## config.mk

```make
export PLATFORM = sky130hd
export DESIGN_NAME = zigzag_fill_path_generator
export DESIGN_NICKNAME = d
export VERILOG_FILES = /design/src/rtl/zfp_pkg.sv /design/src/rtl/zigzag_fill_path_generator.sv
export SDC_FILE = /design/constraint.sdc
export NUM_CORES = 2
export LEC_CHECK = 0
export BUFFER_PORTS_ARGS = -buffer_cell sky130_fd_sc_hd__clkbuf_2
export CAP_MARGIN = 20
export CORE_MARGIN = 2
export CORE_UTILIZATION = 60
export DETAILED_ROUTE_END_ITERATION = 6
export GPL_TIMING_DRIVEN = 1
export PLACE_DENSITY_LB_ADDON = 0.08
export SETUP_SLACK_MARGIN = 0.4
export SLEW_MARGIN = 15
export SYNTH_ARGS = -nofsm -noshare
export SYNTH_HDL_FRONTEND = slang
export SYNTH_SLANG_ARGS = --single-unit
```

## constraint.sdc

```tcl
create_clock -name clk -period 14.74 [get_ports clk]
set_input_delay 2.948 -clock clk [delete_from_list [all_inputs] [get_ports clk]]
set_output_delay 2.948 -clock clk [all_outputs]
set_load 0.01 [all_outputs]
```

## src/rtl/zfp_pkg.sv

```systemverilog
`timescale 1ns / 1ps

package zfp_pkg;

  // Fixed field and state widths
  localparam int LINE_W      = 16;  // line count, saturated
  localparam int INDEX_W     = 17;  // line index, one bit wider than the count
  localparam int A_PULSE_W   = 25;
  localparam int B_PULSE_W   = 24;
  localparam int DWELL_W     = 9;
  localparam int CFG_IDX_W   = 3;
  localparam int IN_TDATA_W  = 8;
  localparam int OUT_TDATA_W = 64;
  localparam int OUT_TUSER_W = 2;

  localparam logic [LINE_W-1:0]  LINE_MAX     = '1;
  localparam logic [DWELL_W-1:0] DWELL_FIRST  = 9'd50;
  localparam logic [DWELL_W-1:0] DWELL_SECOND = 9'd350;
  localparam logic [DWELL_W-1:0] DWELL_FINAL  = 9'd0;

  // Configuration register indexes
  typedef enum logic [CFG_IDX_W-1:0] {
    REG_LEFT_TOP_X,
    REG_LEFT_TOP_Y,
    REG_LEFT_BOTTOM_X,
    REG_LEFT_BOTTOM_Y,
    REG_RIGHT_TOP_X,
    REG_RIGHT_TOP_Y,
    REG_RIGHT_BOTTOM_X,
    REG_RIGHT_BOTTOM_Y
  } cfg_reg_t;

endpackage

```

## src/rtl/zigzag_fill_path_generator.sv

```systemverilog
`timescale 1ns / 1ps

// Channel   Bus                               Contents (lowest bit first)
// -------   -------------------------------   -----------------------------------------
// input     s_axis_tvalid/tready/tdata[7:0]   abort_request, zeros
// output    m_axis_tvalid/tready/tdata[63:0]  motor_a_dir, motor_a_pulses, motor_b_dir,
//                                             motor_b_pulses, dwell_ms, zeros
//           m_axis_tlast / m_axis_tuser[1:0]  final_move / job_done, aborted
// config    cfg_we, cfg_index, cfg_data       register index 0..7, coordinate value
//
// Each request yields one move. A move computes two coordinates, each one multiply and
// a restoring divide of COORD_BITS+18 steps through the shared subtractor (a final move
// and a zero length edge skip the divide). The first request of a job adds the line
// count: two squares, a COORD_BITS+1 step square root and rounding. Reset (rst,
// synchronous) clears the configuration, the job state and the result valid flag.
// The result register lets the next request enter while a move still waits on tready.
module zigzag_fill_path_generator
  import zfp_pkg::*;
#(
  parameter int COORD_BITS      = 16,
  parameter int PULSES_PER_UNIT = 160
) (
  input  logic                   clk,
  input  logic                   rst,
  // request channel
  input  logic                   s_axis_tvalid,
  output logic                   s_axis_tready,
  input  logic [IN_TDATA_W-1:0]  s_axis_tdata,   // abort_request, zeros
  // move channel
  output logic                   m_axis_tvalid,
  input  logic                   m_axis_tready,
  output logic [OUT_TDATA_W-1:0] m_axis_tdata,   // a_dir, a_pulses, b_dir, b_pulses, dwell
  output logic                   m_axis_tlast,   // final_move
  output logic [OUT_TUSER_W-1:0] m_axis_tuser,   // job_done, aborted
  // configuration
  input  logic                   cfg_we,
  input  logic [CFG_IDX_W-1:0]   cfg_index,
  input  logic [COORD_BITS-1:0]  cfg_data
);

  localparam int CB     = COORD_BITS;
  localparam int SQ_W   = 2 * CB + 1;          // squared edge length
  localparam int ALU_W  = 2 * CB + 2;          // shared subtractor
  localparam int DEN_W  = LINE_W + 1;          // 2 * line count
  localparam int REM_W  = DEN_W + 1;
  localparam int NUM_W  = CB + 18;             // rounded numerator magnitude
  localparam int CNT_W  = $clog2(NUM_W);
  localparam int PROD_W = 2 * LINE_W;

  typedef enum logic [3:0] {
    S_IDLE, S_SQ_DX, S_SQ_DY, S_SQ_SUM, S_SQRT, S_SQ_RND,
    S_START, S_COORD, S_NUM, S_DIV, S_FIX, S_EMIT
  } state_t;

  state_t state;

  // configuration registers
  logic [CB-1:0] left_top_x, left_top_y, left_bottom_x, left_bottom_y;
  logic [CB-1:0] right_top_x, right_top_y, right_bottom_x, right_bottom_y;

  // job state
  logic               job_phase;
  logic [LINE_W-1:0]  line_total;
  logic [INDEX_W-1:0] line_index;
  logic               second_point;
  logic               abort_pending;

  // working registers
  logic [PROD_W-1:0] p;
  logic [SQ_W-1:0]   v, r;
  logic [CNT_W-1:0]  cnt;
  logic [REM_W-1:0]  rem;
  logic [NUM_W-1:0]  dq;
  logic              d_neg, num_neg;
  logic              axis, side_left;
  logic [CB-1:0]     px, py;
  logic              fin, fin_done, fin_abort;

  // result register
  logic                 out_valid;
  logic                 out_a_dir, out_b_dir, out_last, out_done, out_abort;
  logic [A_PULSE_W-1:0] out_a_pulses;
  logic [B_PULSE_W-1:0] out_b_pulses;
  logic [DWELL_W-1:0]   out_dwell;

  // combinational helpers
  logic [CB-1:0]     dx_abs, dy_abs, coord_a, coord_b, span_abs, coord_q, coord_new;
  logic              span_neg;
  logic [LINE_W-1:0] mul_a, mul_b;
  logic [PROD_W-1:0] mul_prod;
  logic [SQ_W-1:0]   sq_bit, r_rnd;
  logic [ALU_W-1:0]  sub_a, sub_b;
  logic [ALU_W:0]    sub_diff;
  logic              sub_ok;
  logic [REM_W-1:0]  rem_shift;
  logic [NUM_W-1:0]  num_m, num_n;
  logic [CB:0]       pt_sum;
  logic [CB-1:0]     pt_diff;
  logic              emit_load;

  assign s_axis_tready = (state == S_IDLE);
  assign emit_load     = (state == S_EMIT) && (!out_valid || m_axis_tready);

  // Pick the endpoints of the coordinate being interpolated, and the left edge deltas
  always_comb begin
    dx_abs  = (left_bottom_x >= left_top_x) ? left_bottom_x - left_top_x
                                            : left_top_x - left_bottom_x;
    dy_abs  = (left_bottom_y >= left_top_y) ? left_bottom_y - left_top_y
                                            : left_top_y - left_bottom_y;
    if (side_left) begin
      coord_a = axis ? left_top_y : left_top_x;
      coord_b = axis ? left_bottom_y : left_bottom_x;
    end else begin
      coord_a = axis ? right_top_y : right_top_x;
      coord_b = axis ? right_bottom_y : right_bottom_x;
    end
    span_neg = coord_b < coord_a;
    span_abs = span_neg ? coord_a - coord_b : coord_b - coord_a;
  end

  // Shared multiplier
  always_comb begin
    unique case (state)
      S_SQ_DX: begin
        mul_a = LINE_W'(dx_abs);
        mul_b = LINE_W'(dx_abs);
      end
      S_SQ_DY: begin
        mul_a = LINE_W'(dy_abs);
        mul_b = LINE_W'(dy_abs);
      end
      default: begin
        mul_a = line_index[LINE_W-1:0];
        mul_b = LINE_W'(span_abs);
      end
    endcase
    mul_prod = PROD_W'(mul_a) * PROD_W'(mul_b);
  end

  // Shared trial subtractor: square root digits and divider steps
  always_comb begin
    sq_bit    = SQ_W'(1) << (2 * cnt);
    rem_shift = {rem[REM_W-2:0], dq[NUM_W-1]};
    if (state == S_SQRT) begin
      sub_a = ALU_W'(v);
      sub_b = ALU_W'(r) + ALU_W'(sq_bit);
    end else begin
      sub_a = ALU_W'(rem_shift);
      sub_b = ALU_W'({line_total, 1'b0});
    end
    sub_diff = {1'b0, sub_a} - {1'b0, sub_b};
    sub_ok   = !sub_diff[ALU_W];
  end

  // Numerator terms, rounding and result point
  always_comb begin
    num_m     = NUM_W'({p, 1'b0});
    num_n     = NUM_W'(line_total);
    r_rnd     = r + SQ_W'(v > r);
    coord_q   = CB'(dq) + CB'(num_neg && (rem != '0));
    coord_new = num_neg ? coord_a - coord_q : coord_a + coord_q;
    pt_sum    = (CB+1)'(px) + (CB+1)'(py);
    pt_diff   = (px >= py) ? px - py : py - px;
  end

  // Sequencer, configuration and result register
  always_ff @(posedge clk) begin
    if (rst) begin
      state          <= S_IDLE;
      left_top_x     <= '0;
      left_top_y     <= '0;
      left_bottom_x  <= '0;
      left_bottom_y  <= '0;
      right_top_x    <= '0;
      right_top_y    <= '0;
      right_bottom_x <= '0;
      right_bottom_y <= '0;
      job_phase      <= 1'b0;
      line_total     <= '0;
      line_index     <= '0;
      second_point   <= 1'b0;
      abort_pending  <= 1'b0;
      out_valid      <= 1'b0;
    end else begin
      // write configuration
      if (cfg_we) begin
        unique case (cfg_reg_t'(cfg_index))
          REG_LEFT_TOP_X:     left_top_x     <= cfg_data;
          REG_LEFT_TOP_Y:     left_top_y     <= cfg_data;
          REG_LEFT_BOTTOM_X:  left_bottom_x  <= cfg_data;
          REG_LEFT_BOTTOM_Y:  left_bottom_y  <= cfg_data;
          REG_RIGHT_TOP_X:    right_top_x    <= cfg_data;
          REG_RIGHT_TOP_Y:    right_top_y    <= cfg_data;
          REG_RIGHT_BOTTOM_X: right_bottom_x <= cfg_data;
          REG_RIGHT_BOTTOM_Y: right_bottom_y <= cfg_data;
        endcase
      end

      // drop the move once taken
      if (m_axis_tvalid && m_axis_tready && !emit_load) begin
        out_valid <= 1'b0;
      end

      unique case (state)
        S_IDLE: begin
          if (s_axis_tvalid) begin
            if (s_axis_tdata[0]) begin
              abort_pending <= 1'b1;
            end
            state <= job_phase ? S_START : S_SQ_DX;
          end
        end
        // line count = round(sqrt(dx^2 + dy^2))
        S_SQ_DX: begin
          p     <= mul_prod;
          state <= S_SQ_DY;
        end
        S_SQ_DY: begin
          v     <= SQ_W'(p);
          p     <= mul_prod;
          state <= S_SQ_SUM;
        end
        S_SQ_SUM: begin
          v     <= v + SQ_W'(p);
          r     <= '0;
          cnt   <= CNT_W'(CB);
          state <= S_SQRT;
        end
        S_SQRT: begin
          if (sub_ok) begin
            v <= SQ_W'(sub_diff);
            r <= (r >> 1) + sq_bit;
          end else begin
            r <= r >> 1;
          end
          cnt <= cnt - 1'b1;
          if (cnt == '0) begin
            state <= S_SQ_RND;
          end
        end
        S_SQ_RND: begin
          line_total   <= (r_rnd > SQ_W'(LINE_MAX)) ? LINE_MAX : LINE_W'(r_rnd);
          line_index   <= '0;
          second_point <= 1'b0;
          job_phase    <= 1'b1;
          state        <= S_START;
        end
        // decide between a final move and a line point
        S_START: begin
          fin       <= 1'b0;
          fin_done  <= 1'b0;
          fin_abort <= 1'b0;
          axis      <= 1'b0;
          side_left <= line_index[0] == second_point;
          priority if (!second_point && (line_index > INDEX_W'(line_total))) begin
            fin      <= 1'b1;
            fin_done <= 1'b1;
            px       <= right_bottom_x;
            py       <= right_bottom_y;
            state    <= S_EMIT;
          end else if (!second_point && abort_pending) begin
            fin       <= 1'b1;
            fin_abort <= 1'b1;
            px        <= right_bottom_x;
            py        <= right_bottom_y;
            state     <= S_EMIT;
          end else begin
            state <= S_COORD;
          end
        end
        S_COORD: begin
          p     <= mul_prod;
          d_neg <= span_neg;
          if (line_total == '0) begin
            // zero length edge: stay at the top end
            if (axis) begin
              py    <= coord_a;
              state <= S_EMIT;
            end else begin
              px   <= coord_a;
              axis <= 1'b1;
            end
          end else begin
            state <= S_NUM;
          end
        end
        // numerator 2*i*d + n as sign and magnitude
        S_NUM: begin
          rem <= '0;
          cnt <= CNT_W'(NUM_W - 1);
          priority if (!d_neg) begin
            dq      <= num_m + num_n;
            num_neg <= 1'b0;
          end else if (num_m <= num_n) begin
            dq      <= num_n - num_m;
            num_neg <= 1'b0;
          end else begin
            dq      <= num_m - num_n;
            num_neg <= 1'b1;
          end
          state <= S_DIV;
        end
        S_DIV: begin
          if (sub_ok) begin
            rem <= REM_W'(sub_diff);
            dq  <= {dq[NUM_W-2:0], 1'b1};
          end else begin
            rem <= rem_shift;
            dq  <= {dq[NUM_W-2:0], 1'b0};
          end
          cnt <= cnt - 1'b1;
          if (cnt == '0) begin
            state <= S_FIX;
          end
        end
        // floor division: negative quotients round away from zero
        S_FIX: begin
          if (axis) begin
            py    <= coord_new;
            state <= S_EMIT;
          end else begin
            px    <= coord_new;
            axis  <= 1'b1;
            state <= S_COORD;
          end
        end
        S_EMIT: begin
          if (emit_load) begin
            out_valid    <= 1'b1;
            out_a_dir    <= 1'b0;
            out_a_pulses <= A_PULSE_W'(pt_sum) * A_PULSE_W'(PULSES_PER_UNIT);
            out_b_dir    <= px < py;
            out_b_pulses <= B_PULSE_W'(pt_diff) * B_PULSE_W'(PULSES_PER_UNIT);
            out_last     <= fin;
            out_done     <= fin_done;
            out_abort    <= fin_abort;
            if (fin) begin
              out_dwell <= DWELL_FINAL;
              job_phase <= 1'b0;
              if (fin_abort) begin
                abort_pending <= 1'b0;
              end
            end else if (second_point) begin
              out_dwell    <= DWELL_SECOND;
              second_point <= 1'b0;
              line_index   <= line_index + 1'b1;
            end else begin
              out_dwell    <= DWELL_FIRST;
              second_point <= 1'b1;
            end
            state <= S_IDLE;
          end
        end
        default: state <= S_IDLE;
      endcase
    end
  end

  assign m_axis_tvalid = out_valid;
  assign m_axis_tdata  = {4'b0, out_dwell, out_b_pulses, out_b_dir, out_a_pulses, out_a_dir};
  assign m_axis_tlast  = out_last;
  assign m_axis_tuser  = {out_abort, out_done};

  // A final move never claims both completion and abort
  a_final_kind: assert property (@(posedge clk) disable iff (rst)
    m_axis_tvalid |-> !(m_axis_tuser[0] && m_axis_tuser[1]))
    else $error("final move flagged both done and aborted");

  // Dwell is zero exactly on the final move
  a_final_dwell: assert property (@(posedge clk) disable iff (rst)
    m_axis_tvalid |-> (m_axis_tlast == (m_axis_tdata[59:51] == DWELL_FINAL)))
    else $error("dwell does not match final move flag");

  // One request at a time
  a_one_request: assert property (@(posedge clk) disable iff (rst)
    (s_axis_tvalid && s_axis_tready) |=> !s_axis_tready)
    else $error("request accepted while busy");

  // Loading a final move ends the job
  a_job_end: assert property (@(posedge clk) disable iff (rst)
    (emit_load && fin) |=> !job_phase)
    else $error("job still active after final move");

endmodule
```

==> run_results.csv <==
group,metric,value,unit
clocking,clock-sinks,409,
yosys,seq_area_frac_synth,23.2,%
placed_design,post-place-ws,2800,ps
clocking,clk_path_buf_depth,3,
yosys,synthMuxAreaShare,3.54,%
sta,fin_crit_sh,81.8,%
yosys,netlist_instances,5534,
placed_design,gp_congestion,0.951,
critical_path,cp-end-kind,"register",
sta,final_max_slew_viol_count,0,
die,dieArea,78400,µm²
cells_and_area,nFillCells,6738,
die,coreArea,75700,µm²
power,ir_worst_vdd,0.388,mV
routing,wire_per_inst,21.1,µm
sta,setup_tns,0,ps
cells_and_area,final_nets,6220,
yosys,yosys_warnings,0,
clocking,post_cts_resize_count,0,
yosys,synth_top_family_by_area,"adder cells",
die,die_w,280,µm
global_routing,track_usage,34.5,%
sta,hold_viol_final,0,
placed_design,hpwl,107,mm
routing,wirelength,136,mm
sta,fmax,83.0,MHz
critical_path,crit_required,15130,ps
routing,firstDrtPassIters,7,
yosys,synthXorXnorAreaFrac,6.13,%
yosys,synth_top_area_share,15.8,%
clocking,cts.hold.buffers_added,0,
global_routing,grt_pass1_vias,38127,
job,drv_cap,0,
critical_path,start_kind,"register",
power,p_leak,0.0209,µW
yosys,ys_types,96,
yosys,synthAdderAreaFrac,23.6,%
outcome,outcome,"finished, final reports clean",
sta,holdWs,454,ps
routing,drt-initial-drc-count,3876,
die,io_pins,101,
die,die_y,280,µm
routing,drtAntennaViolNets,0,
yosys,netlist_area,45700,µm²
sta,worst_pin_slew,1140,ps
routing,vias_per_cell,6.19,
clocking,clockRootBuffer,"clkbuf_16",
clocking,cts_tree,"done",
placed_design,port_buffers,76,
sta,fin_worst_skew,36.9,ps
critical_path,crit_top_cell,"fa_1",
yosys,synth_compound_area_share,18.1,%
sta,relSlewSlack,23.5,%
critical_path,cp_data_arrival_time,12440,ps
clocking,cts_buffers,46,
yosys,synth_area_leaders,"edfxtp_1 16%, ha_1 14%, fa_1 9.2%",
yosys,synth-async-reset-ratio,0,%
critical_path,path_max_fanout,21,
yosys,ys.flop_type,"edfxtp_1",
global_routing,grt_pass1_wl,214,mm
sta,grt_setup_unrepaired,"no",
routing,drc_errors,0,
cells_and_area,drive_above_1_share,6.06,%
sta,setup_viol,0,
yosys,synth_edf_count,240,
yosys,yosysTopAreaCell,"edfxtp_1",
clocking,clk_latency,640,ps
critical_path,cp_slowest_stage_delay,890,ps
cells_and_area,syn2layout_area_growth,5.53,%
worst_hold_path,min_path_type,"register to register",
global_routing,antenna_found_initial,1,
die,start_util,60.4,%
routing,num_vias,40059,
yosys,syn_avg_cell_area,8.26,µm²
power,power_density,250,nW/µm²
global_routing,overflow,0,
critical_path,critical_path_class,"register to register",
sta,worst_slack,2690,ps
sta,min_period,12050,ps
yosys,synth_simple_gate_area_share,18.6,%
clocking,cts_max_level,2,
critical_path,crit_slowest_cell,"edfxtp_1",
die,num_rows,101,
global_routing,grt_max_degree,86,
yosys,ys_seq_elements,409,
clocking,cts_setup_buffers,0,
clocking,cts.reportedPaths.clkPinSlew,60,ps
[cell usage in the layout, fill, tap and decap left out, types with 46 or more instances in the layout]
master | synthesis | routed
o21a_1 | 51 | 51
dfxtp_1 | 169 | 169
mux2i_1 | 66 | 66
fa_1 | 211 | 211
clkbuf_2 | 17 | 75
and3_1 | 57 | 57
nor2b_1 | 66 | 66
clkbuf_16 | 0 | 46
a21o_1 | 123 | 123
nand3_1 | 111 | 110
a21oi_1 | 452 | 451
nor3_1 | 112 | 108
a31oi_1 | 80 | 79
buf_4 | 29 | 56
inv_1 | 513 | 513
nand2_1 | 713 | 712
xnor2_1 | 227 | 227
ha_1 | 523 | 523
and2_1 | 58 | 58
nand2b_1 | 76 | 76
xor2_1 | 93 | 93
edfxtp_1 | 240 | 240
nor2_1 | 482 | 475
o21ai_0 | 209 | 209
a211oi_1 | 64 | 63
[layout make-up]
| class | instances | area (µm²) | area share, % |
|---|---|---|---|
| antenna | 1 | 2.50 | 0.00519 |
| clock buffer | 56 | 1200 | 2.49 |
| clock inverter | 30 | 353 | 0.732 |
| inverter | 514 | 1930 | 4.00 |
| multi-input combinational | 4351 | 32100 | 66.6 |
| sequential | 409 | 10600 | 22.0 |
| tap | 978 | 1220 | 2.54 |
| timing repair buffer | 132 | 807 | 1.67 |
[worst max-delay path: cells and delay by family, from the launching register on]
| family | cells | cell delay [ps] |
|---|---|---|
| fa+ha+maj | 8 | 3860 |
| simple gates | 9 | 2100 |
| buf+inv | 6 | 1320 |
| compound gates | 10 | 2190 |
| flops | 1 | 890 |
| xor+xnor | 1 | 120 |
| mux | 2 | 1310 |
[synth_stat cells (51+ instances only)]
| master | count |
|---|---|
| xor2_1 | 93 |
| clkbuf_1 | 192 |
| and2_1 | 58 |
| a31oi_1 | 80 |
| nand2_1 | 713 |
| nor2b_1 | 66 |
| and3_1 | 57 |
| inv_1 | 513 |
| fa_1 | 211 |
| nor2_1 | 482 |
| nor3_1 | 112 |
| a21o_1 | 123 |
| o21a_1 | 51 |
| ha_1 | 523 |
| nand3_1 | 111 |
| xnor2_1 | 227 |
| a21oi_1 | 452 |
| dfxtp_1 | 169 |
| mux2i_1 | 66 |
| o21ai_0 | 209 |
| nand2b_1 | 76 |
| edfxtp_1 | 240 |
| a211oi_1 | 64 |
[stage by stage]
| stage | total power [µW] | instances | utilization [%] | area, µm² |
|---|---|---|---|---|
| 6_report | 12100 | 6471 | 63.7 | 48200 |
| 3_5_place_dp | 10700 | 6384 | 61.6 | 46700 |
| 2_1_floorplan | 8550 | 5550 | - | 45700 |
| 5_1_grt | 13200 | 6471 | 63.7 | 48200 |
| 4_1_cts | 12000 | 6470 | 63.7 | 48200 |
| 3_3_place_gp | 10600 | 6382 | 61.6 | 46600 |
[power by group]
group | switching [µW] | internal, µW | total, µW | leakage (µW)
clock | 518 | 677 | 1190 | 0.000759
combinational | 5490 | 3510 | 9010 | 0.0165
sequential | 250 | 1620 | 1870 | 0.00357
[worst paths after layout]
kind	start	to	slack (ps)	depth (start not counted)
worst max-delay path	side_left	p[31]	2690	36
worst max register to register	side_left	p[31]	2690	36
worst min register to register	right_top_y[10]	right_top_y[10]	450	2
worst min-delay path	right_top_y[10]	right_top_y[10]	450	2
[cell families after synthesis]
logic type / after synthesis
other: 1
multiplexers: 119
flip-flops: 409
XOR/XNOR: 320
buffers and inverters: 790
AND/OR/NAND/NOR: 1863
AO/OA/AOI/OAI: 1298
adder cells (fa/ha/maj): 734
[per-layer routing]
| metal | vias to the layer above | GRT usage [%] | wire, µm |
|---|---|---|---|
| met2 | 1631 | 55.2 | 61100 |
| met5 | - | 0 | 0 |
| met3 | 276 | 4.25 | 11300 |
| met4 | 0 | 11.9 | 5100 |
| li1 | 19054 | - | - |
| met1 | 19098 | 48.3 | 58900 |
[state kept, by name (all words and copies together), names as in the netlist, 4 cells and up]
register and flops:
line_total 16, line_index 17, rem 18, out_b_pulses 19, right_bottom_y 16, out_a_pulses 19, state 4, right_top_y 16
left_bottom_y 16, cnt 6, right_top_x 16, r 33, right_bottom_x 16, v 33, left_bottom_x 16, left_top_y 16
py 16, dq 34, px 16, p 32, left_top_x 16
Note: power is estimated with default switching activity, not from simulation.
